<file path="src/rtl/core/scamc_pkg.sv">
// ----------------------------------------------------------------------------
// Cache miss classifier package
// Shared widths, codes, types and the replacement LFSR step function.
// ----------------------------------------------------------------------------
`default_nettype none

package scamc_pkg;

   localparam int ADDR_W     = 32;
   localparam int OUTCOME_W  = 2;
   localparam int WAY_OUT_W  = 10;
   localparam int SET_OUT_W  = 10;
   localparam int CNT_W      = 32;
   localparam int LFSR_W     = 16;
   localparam int WAYS_CFG_W = 4;
   localparam int CSR_ADDR_W = 3;
   localparam int CSR_DATA_W = 32;

   localparam logic [OUTCOME_W-1:0] OUTCOME_HIT        = 2'd0;
   localparam logic [OUTCOME_W-1:0] OUTCOME_COMPULSORY = 2'd1;
   localparam logic [OUTCOME_W-1:0] OUTCOME_CAPACITY   = 2'd2;

   localparam logic CSR_IDX_WAYS = 1'b0;
   localparam logic CSR_IDX_SEED = 1'b1;

   localparam logic [WAYS_CFG_W-1:0] WAYS_LOG2_RESET = 4'd2;
   localparam logic [LFSR_W-1:0]     SEED_RESET      = 16'd1;
   localparam logic [LFSR_W-1:0]     LFSR_TAPS       = 16'hB400;

   // Result of comparing one way against the lookup tag.
   typedef struct packed {
      logic hit;
      logic empty;
   } cmp_result_type;

   // One step of the Galois LFSR.
   function automatic logic [LFSR_W-1:0] lfsr_step(input logic [LFSR_W-1:0] s);
      logic [LFSR_W-1:0] shifted;
      shifted = s >> 1;
      return s[0] ? (shifted ^ LFSR_TAPS) : shifted;
   endfunction

   // A zero seed would lock the LFSR, so it loads as one.
   function automatic logic [LFSR_W-1:0] seed_value(input logic [LFSR_W-1:0] s);
      return (s == '0) ? SEED_RESET : s;
   endfunction

endpackage

`default_nettype wire

</file>
<file path="src/rtl/core/scamc_way_cmp.sv">
// ----------------------------------------------------------------------------
// Way comparator
// Shared compare unit: checks one stored way against the lookup tag.
// ----------------------------------------------------------------------------
`default_nettype none

module scamc_way_cmp #(
   parameter int TAG_W = 26
) (
   input  wire logic                            entry_valid,
   input  wire logic [TAG_W-1:0]                entry_tag,
   input  wire logic [TAG_W-1:0]                lookup_tag,
   output scamc_pkg::cmp_result_type            result
);
   import scamc_pkg::*;

   always_comb begin
      result.hit   = entry_valid && (entry_tag == lookup_tag);
      result.empty = !entry_valid;
   end

endmodule

`default_nettype wire
</file>
<file path="config.mk">
export PLATFORM = sky130hd
export DESIGN_NAME = scamc_way_cmp
export DESIGN_NICKNAME = d
export VERILOG_FILES = /design/src/rtl/core/scamc_pkg.sv /design/src/rtl/core/scamc_way_cmp.sv
export SDC_FILE = /design/constraint.sdc
export NUM_CORES = 1
export LEC_CHECK = 0
export BUFFER_PORTS_ARGS = -buffer_cell sky130_fd_sc_hd__buf_4
export CORE_AREA = 3 3 40 42
export DETAILED_ROUTE_END_ITERATION = 10
export DIE_AREA = 0 0 43 45
export PLACE_DENSITY = 0.73
export SLEW_MARGIN = 20
export SYNTH_ARGS = -nofsm -noshare
export SYNTH_HDL_FRONTEND = slang
export SYNTH_SLANG_ARGS = --single-unit
</file>
<file path="constraint.sdc">
create_clock -name vclk -period 0.9
set_input_delay 0 -clock vclk [all_inputs]
set_output_delay 0 -clock vclk [all_outputs]
set_load 0.02 [all_outputs]
</file>
==> metrics.txt, run 1 <==
status complete, but fails checks; violated checks setup timing; area leader, netlist xor2_1; Max rail drop VDD 0.192 mV; Max Clock Freq 0.945 GHz; Layout Nets 146; wire per inst 10.2 um; WL final 1.08 mm; drt drc 0; Final Cycle Share 118%; MaxCap Viol Count 0; max-slew violation count 0; DR iter-0 viols 2; HP Class in2out; Vias 463; Tmin final 1.06 ns; number of clock-tree buffers in the layout 0; Seq cells 0; Slew HR 82.0%; postcts setup bufs 0; CP Data Arrival Time 1.06 ns; first-pass GRT wire length 1.80 mm; top-area cell type share of the netlist area 44.9%; Final Hold Vio Count 0; CP Capture Type primary output; register area share after synthesis 0%; Yosys cell types 7; antenna-violating nets left 0; Area Growth Syn to Fin 164%; setup TNS -0.158 ns; storage element area 0 sq um; YS warnings 0; Total Die Area 1940 sq um; syn avg cell area ~8 sq um; CP startpoint kind primary input; commonest non-fill, non-tap cell in the layout buf_4; required time of the worst setup path 0.90 ns; DR pass1 iterations 2; CORE AREA 1280 sq um; setup ws final -0.158 ns; PortBufs 55; die height 45 um; final core occ around three fifths; ratio of cells with drive above 1 in the final layout 63.7%; largest net degree at the start of global routing 3; dpl ws -0.211 ns; RSZ-0062 raised after global routing yes; Total Power around 0.33 mW; grt total ovfl 0; Synth Instances 36; Die W between 40 and 50 um; routability congestion estimate 0.596; Tot GR Track Use 11.3%; vias in the first global route 504; pwr/cell area around 420 nW/um^2; antenna violations before repair 0; diode count 0; most frequent cells in the layout 48 x buf_4, 15 x xor2_1, 11 x xnor2_1, 7 x buf_6, 3 x nand4_1; Crit Path Category in2out; Synth area leaders xor2_1 45%, xnor2_1 33%, nor4_1 8.5%; cts hold-fix bufs 0; leak pwr 0.384 nW; crit path max fanout 1; Vias/cell 4.37; initial core utilization 22.8%; io pins 55; worst-margin pin slew 0.268 ns; synthesized net count between 80 and 90; final setup fails 1; post-synthesis cell area 293 sq um; Row Count 13
layer usage:
| layer | wire length (um) | GRT usage (%) | part of all wire (%) |
|---|---|---|---|
| met5 | 0 | 0 | 0 |
| met4 | 0 | 0 | 0 |
| met3 | 138 | 1.59 | 13 |
| met2 | 646 | 24.9 | 60 |
| met1 | 297 | 11.7 | 27 |
logic make-up after synthesis:
family	synth area share [%]
buffers and inverters	1.28
XOR/XNOR	77.8
AND/OR/NAND/NOR	20.9
what timing repair did:
item | 4_1_cts | 5_1_grt
gates resized for setup | 6 | 3
pin swaps | 4 | 2
setup endpoints to repair | 1 | 1
synthesized netlist by cell type:
cell type,instances
nand3_1,1
nor4_1,4
xor2_1,15
nor4_2,1
xnor2_1,11
inv_1,1
nand4_1,3
through the flow:
step           instance area (sq um)  hold slack [ns]  instances
3_5_place_dp                     733            0.259        106
6_report                         772            0.257        106
3_3_place_gp                     733            0.258        106
4_1_cts                          756            0.259        106
2_1_floorplan                    302           0.0841         36
5_1_grt                          772            0.285        106
report_power, final:
| group | leakage, nW | switching [mW] | internal [mW] |
|---|---|---|---|
| Sequential | 0 | 0 | 0 |
| Clock | 0 | 0 | 0 |
| Combinational | 0.384 | 0.101 | 0.226 |
| Total | 0.384 | 0.101 | 0.226 |
layout make-up:
| cell class | instances | area [sq um] |
|---|---|---|
| tap | 15 | 18.8 |
| inverter | 1 | 3.75 |
| timing repair buffer | 55 | 439 |
| multi-input combinational | 35 | 310 |
| fill | 128 | 513 |
worst max-delay path, cell delays in order:
cell and delay (ns):
buf_4 0.11, xor2_1 0.13, nor4_1 0.30, nand4_1 0.18, nor4_4 0.15, buf_4 0.18
path summary, 6_finish.rpt:
path | cells after the start | slack [ns] | end | start
max | 6 | -0.16 | result[1] | lookup_tag[25]
min | 3 | 0.26 | result[0] | entry_valid
No activity file was read; power rests on OpenSTA's default activity.
==> run 2: changes to the inputs <==
--- a/config.mk
+++ b/config.mk
@@ -10,6 +10,7 @@
 export DETAILED_ROUTE_END_ITERATION = 10
 export DIE_AREA = 0 0 43 45
 export PLACE_DENSITY = 0.73
+export REMOVE_ABC_BUFFERS = 1
 export SLEW_MARGIN = 20
 export SYNTH_ARGS = -nofsm -noshare
 export SYNTH_HDL_FRONTEND = slang
==> metrics.txt, run 2 (synthesis gave the netlist of run 1 again) <==
status complete, but fails checks; violated checks setup timing; Vias/cell 4.46 (+2.1%); Tot GR Track Use 10.6% (-0.66 points); commonest non-fill, non-tap cell in the layout buf_4; MaxCap Viol Count 0 (unchanged); sequential share of power 0% (unchanged); Seq cells 0 (unchanged); routability congestion estimate 0.666 (+12%); Max rail drop VDD 0.196 mV (+2.0%); Clk pwr share 0% (unchanged); Placed Instance Area 732 sq um (-0.17%); DR iter-0 viols 0 (-2); Tmin final 1.04 ns (-0.0228 ns); Comb pwr share 100.0% (about the same); CP Data Arrival Time 1.04 ns (-0.02 ns); CORE AREA 1280 sq um (unchanged); DPL Wire Length approximately 1.0 mm; largest net degree at the start of global routing 3 (unchanged); design area 766 sq um (-0.81%); Internal 0.224 mW (-0.54%); wire per inst 10.8 um (+5.4%); antenna-violating nets left 0 (unchanged); WP buf/inv 2 (unchanged); Area Growth Syn to Fin 162%; Psw 0.106 mW (+5.4%); slowest stage delay, CP 0.27 ns (-0.03 ns); Final Cycle Share 115% (-2.5 points); Die W 43 um (unchanged); io pins 55 (unchanged); Final Hold Vio Count 0 (unchanged); CP startpoint kind primary input; RSZ-0062 raised after global routing yes; number of clock-tree buffers in the layout 0 (unchanged); WL final 1.15 mm (+6.4%); hold path depth 4 (+1); first-pass GRT wire length 1.66 mm (-7.7%); final core occ 59.6% (-0.49 points); Net Sw Frac 32.1% (+1.2 points); postcts setup bufs 0 (unchanged); HP Class in2out; CP Capture Type primary output; drt drc 0 (unchanged); max-slew violation count 0 (unchanged); storage element area 0 sq um (unchanged); Crit path max-delay family simple AND/OR/NAND/NOR gates; CP Cell Sequence buf_4, xor2_1, nor4_2, nand4_1, nor4_2, buf_4; cts hold-fix bufs 0 (unchanged); Crit Path Category in2out; hold path start entry_valid; leak pwr 0.373 nW (-3.0%); most frequent cells in the layout 52 x buf_4, 15 x xor2_1, 11 x xnor2_1, 4 x nor4_2, 4 x buf_6; diode count 0 (unchanged); antenna violations before repair 0 (unchanged); required time of the worst setup path 0.90 ns (about the same); dpl ws -0.346 ns (-0.135 ns); PortBufs 55 (unchanged); Layout Nets 147 (+0.68%); pwr/cell area 432 nW/um^2 (+2.1%); worst-margin pin slew 0.243 ns (-0.0253 ns); Max Clock Freq 0.966 GHz (+2.2%); slowest cell on the critical path nor4_2; Slew HR 83.7% (+1.7 points); Total Die Area 1940 sq um (unchanged); initial core utilization 22.8% (unchanged); vias in the first global route 451 (-11%); layout filler cell count 120 (-6.3%); crit path max fanout 1 (unchanged); setup ws final -0.135 ns (+0.0228 ns); grt total ovfl 0 (unchanged); Total Power 0.330 mW (+1.3%); DR pass1 iterations 1 (-1); die height 45 um (unchanged); final setup fails 1 (unchanged); Vias 477 (+3.0%); Hold EP result[0]; ratio of cells with drive above 1 in the final layout 65.2% (+1.5 points); Row Count 13 (unchanged)
run 2: cell types whose count changed in the layout (fill, tap and decap cells not counted), sizes merged:
cell and delta:
buf +1
run 2: repair_timing:
action	CTS	global route
gates resized for setup	3	4
endpoints found under the setup margin	1	1
pin swaps	5	1
run 2: cell type report:
type	count	area (sq um)	area share, %
timing repair buffer	56	435	56.9
multi-input combinational	35	308	40.2
tap	15	18.8	2.45
inverter	1	3.75	0.490
run 2: how the worst max path moves through the flow:
stage | end | slack (ns) | from | depth (start not counted)
final | result[1] | -0.14 | lookup_tag[3] | 6
after global routing | result[1] | -0.23 | lookup_tag[19] | 6
after CTS | result[1] | -0.20 | entry_tag[12] | 6
after detailed placement | result[1] | -0.35 | lookup_tag[25] | 6
after global placement | result[1] | -0.34 | lookup_tag[25] | 6
after floorplan | result[1] | -0.15 | lookup_tag[3] | 4
run 2: stage by stage:
stage                     TNS (ns)  hold WS, ns  cells
after CTS                   -0.203        0.377    107
final                       -0.135        0.396    107
after floorplan             -0.153       0.0841     36
after global routing        -0.229        0.420    107
after detailed placement    -0.346        0.376    107
after global placement      -0.339        0.375    107
run 2: per-layer routing:
metal  vias to the layer above  global-route usage, %  share of wire (%)
met5                         -                      0                  0
met4                         0                      0                  0
met3                         0                   1.59                 16
met2                        35                   23.1                 56
met1                       206                   11.2                 27
li1                        236                      -                  -
run 2: power groups by stage:
stage / Sequential (mW) / Clock [mW] / Combinational, mW
after global placement: 0 / 0 / 0.304
after CTS: 0 / 0 / 0.316
after detailed placement: 0 / 0 / 0.311
after global routing: 0 / 0 / 0.358
final: 0 / 0 / 0.330
after floorplan: 0 / 0 / 0.101
==> run 3: changes to the inputs <==
==> constraint.sdc (replaced) <==
create_clock -name vclk -period 1.25
set_input_delay 0 -clock vclk [all_inputs]
set_output_delay 0 -clock vclk [all_outputs]
set_load 0.02 [all_outputs]
==> metrics.txt, run 3 (synthesis gave the netlist of run 1 again) <==
Seq cells 0 (unchanged); worst-margin pin slew 0.262 ns (+0.0191 ns); Vias/cell 4.35 (-2.4%); CP Capture Type primary output; slowest stage delay, CP 0.30 ns (+0.03 ns); leak pwr 0.362 nW (-2.8%); Row Count 13 (unchanged); Slew HR 82.4% (-1.3 points); pwr/cell area 307 nW/um^2 (-29%); CORE AREA 1280 sq um (unchanged); Hold WS 0.268 ns (-0.128 ns); Total Die Area 1940 sq um (unchanged); Vias 461 (-3.4%); largest net degree at the start of global routing 3 (unchanged); drt drc 0 (unchanged); sequential share of power 0% (unchanged); storage element area 0 sq um (unchanged); hold path start entry_valid; die height 45 um (unchanged); CP Cell Sequence buf_4, xor2_1, nor4_1, nand4_1, nor4_2, buf_4; antenna-violating nets left 0 (unchanged); Tmin final approximately 1.0 ns; WP buf/inv 2 (unchanged); hold path depth 3 (-1); setup TNS 0 ns (+0.135 ns); initial core utilization 22.8% (unchanged); Max rail drop VDD 0.130 mV (-34%); Net Sw Frac 31.5% (-0.56 points); RSZ-0062 raised after global routing no; CP Data Arrival Time 1.04 ns (about the same); WP depth 6 (unchanged); ratio of cells with drive above 1 in the final layout 63.7% (-1.5 points); slowest cell on the critical path nor4_1; number of clock-tree buffers in the layout 0 (unchanged); PortBufs 55 (unchanged); antenna violations before repair 0 (unchanged); Crit path max-delay family simple AND/OR/NAND/NOR gates; io pins 55 (unchanged); Crit Path Category in2out; Tot GR Track Use 11.3% (+0.66 points); diode count 0 (unchanged); DPL Wire Length 1.02 mm (+0.92%); HP Class in2out; WL final 1.08 mm (-5.9%); placed cells 106 (-0.93%); Psw 0.0713 mW (-33%); Internal 0.155 mW (-31%); status finished clean; first-pass GRT wire length 1.77 mm (+6.7%); Clk pwr share 0% (unchanged); Final Hold Vio Count 0 (unchanged); DR pass1 iterations 4 (+3); MaxCap Viol Count 0 (unchanged); wire per inst 10.2 um (-5.0%); Comb pwr share 100.0% (about the same); Max Clock Freq 0.961 GHz; Layout Cells excl Fill 106 (-0.93%); Die W 43 um (unchanged); max-slew violation count 0 (unchanged); crit-path most repeated cell buf_4; design area 737 sq um (-3.8%); crit path max fanout 1 (unchanged); grt total ovfl 0 (unchanged); Area Growth Syn to Fin 152%; commonest non-fill, non-tap cell in the layout buf_4; Hold EP result[0]; required time of the worst setup path 1.25 ns (+0.35 ns); Layout Nets 146 (-0.68%); most frequent cells in the layout 55 x buf_4, 15 x xor2_1, 11 x xnor2_1, 3 x nor4_2, 3 x nand4_1; CP startpoint kind primary input; final setup fails 0 (-1); Final Cycle Share a little over four fifths; routability congestion estimate 0.673 (+1.1%); vias in the first global route 475 (+5.3%); Placed Instance Area 724 sq um (-1.0%); DR iter-0 viols 1 (+1)
==> run 3: cell count changes in the layout (fill, tap and decap cells not counted), sizes merged <==
cell,previous run,this run
buf,56,55
==> run 3: timing repair <==
item	CTS	global route
hold buffers	0	0
gates resized for setup	0	2
setup buffers	0	0
endpoints found under the setup margin	0	1
==> run 3: final cells by class <==
| type | instances | area [sq um] |
|---|---|---|
| fillers | 127 | 548 |
| repair buffers | 55 | 413 |
| multi-input cells | 35 | 302 |
| well taps | 15 | 18.8 |
| inverters | 1 | 3.75 |
==> run 3: how the worst max path moves through the flow <==
stage	slack [ns]	end	startpoint
floorplan	0.20	result[1]	lookup_tag[3]
global placement	0.01	result[1]	lookup_tag[25]
detailed placement	0.04	result[1]	lookup_tag[25]
CTS	0.04	result[1]	lookup_tag[25]
global route	0.08	result[1]	lookup_tag[25]
finish	0.21	result[1]	lookup_tag[19]
==> run 3: routing by layer <==
| layer | vias up | part of all wire [%] | track usage [%] |
|---|---|---|---|
| li1 | 234 | - | - |
| met3 | 0 | 17 | 1.99 |
| met5 | - | 0 | 0 |
| met4 | 0 | 0 | 0 |
| met1 | 192 | 32 | 12.4 |
| met2 | 35 | 52 | 23.7 |
==> run 3: power groups by stage <==
stage / registers, mW / logic [mW] / clock network [mW]
detailed placement: 0 / 0.222 / 0
global placement: 0 / 0.217 / 0
finish: 0 / 0.226 / 0
floorplan: 0 / 0.0727 / 0
global route: 0 / 0.250 / 0
CTS: 0 / 0.223 / 0
==> run 3: tightest hold or removal path: stages <==
cell	delay (ns)
buf_4	0.07
inv_1	0.04
buf_4	0.15
==> run 3: metrics by stage <==
step                      worst slack [ns]  power [mW]  util, %
after detailed placement            0.0391       0.222     56.4
after global routing                0.0815       0.250     57.4
after CTS                           0.0361       0.223     56.4
final                                0.209       0.226     57.4
after floorplan                      0.197      0.0727        -
after global placement              0.0123       0.217     56.4
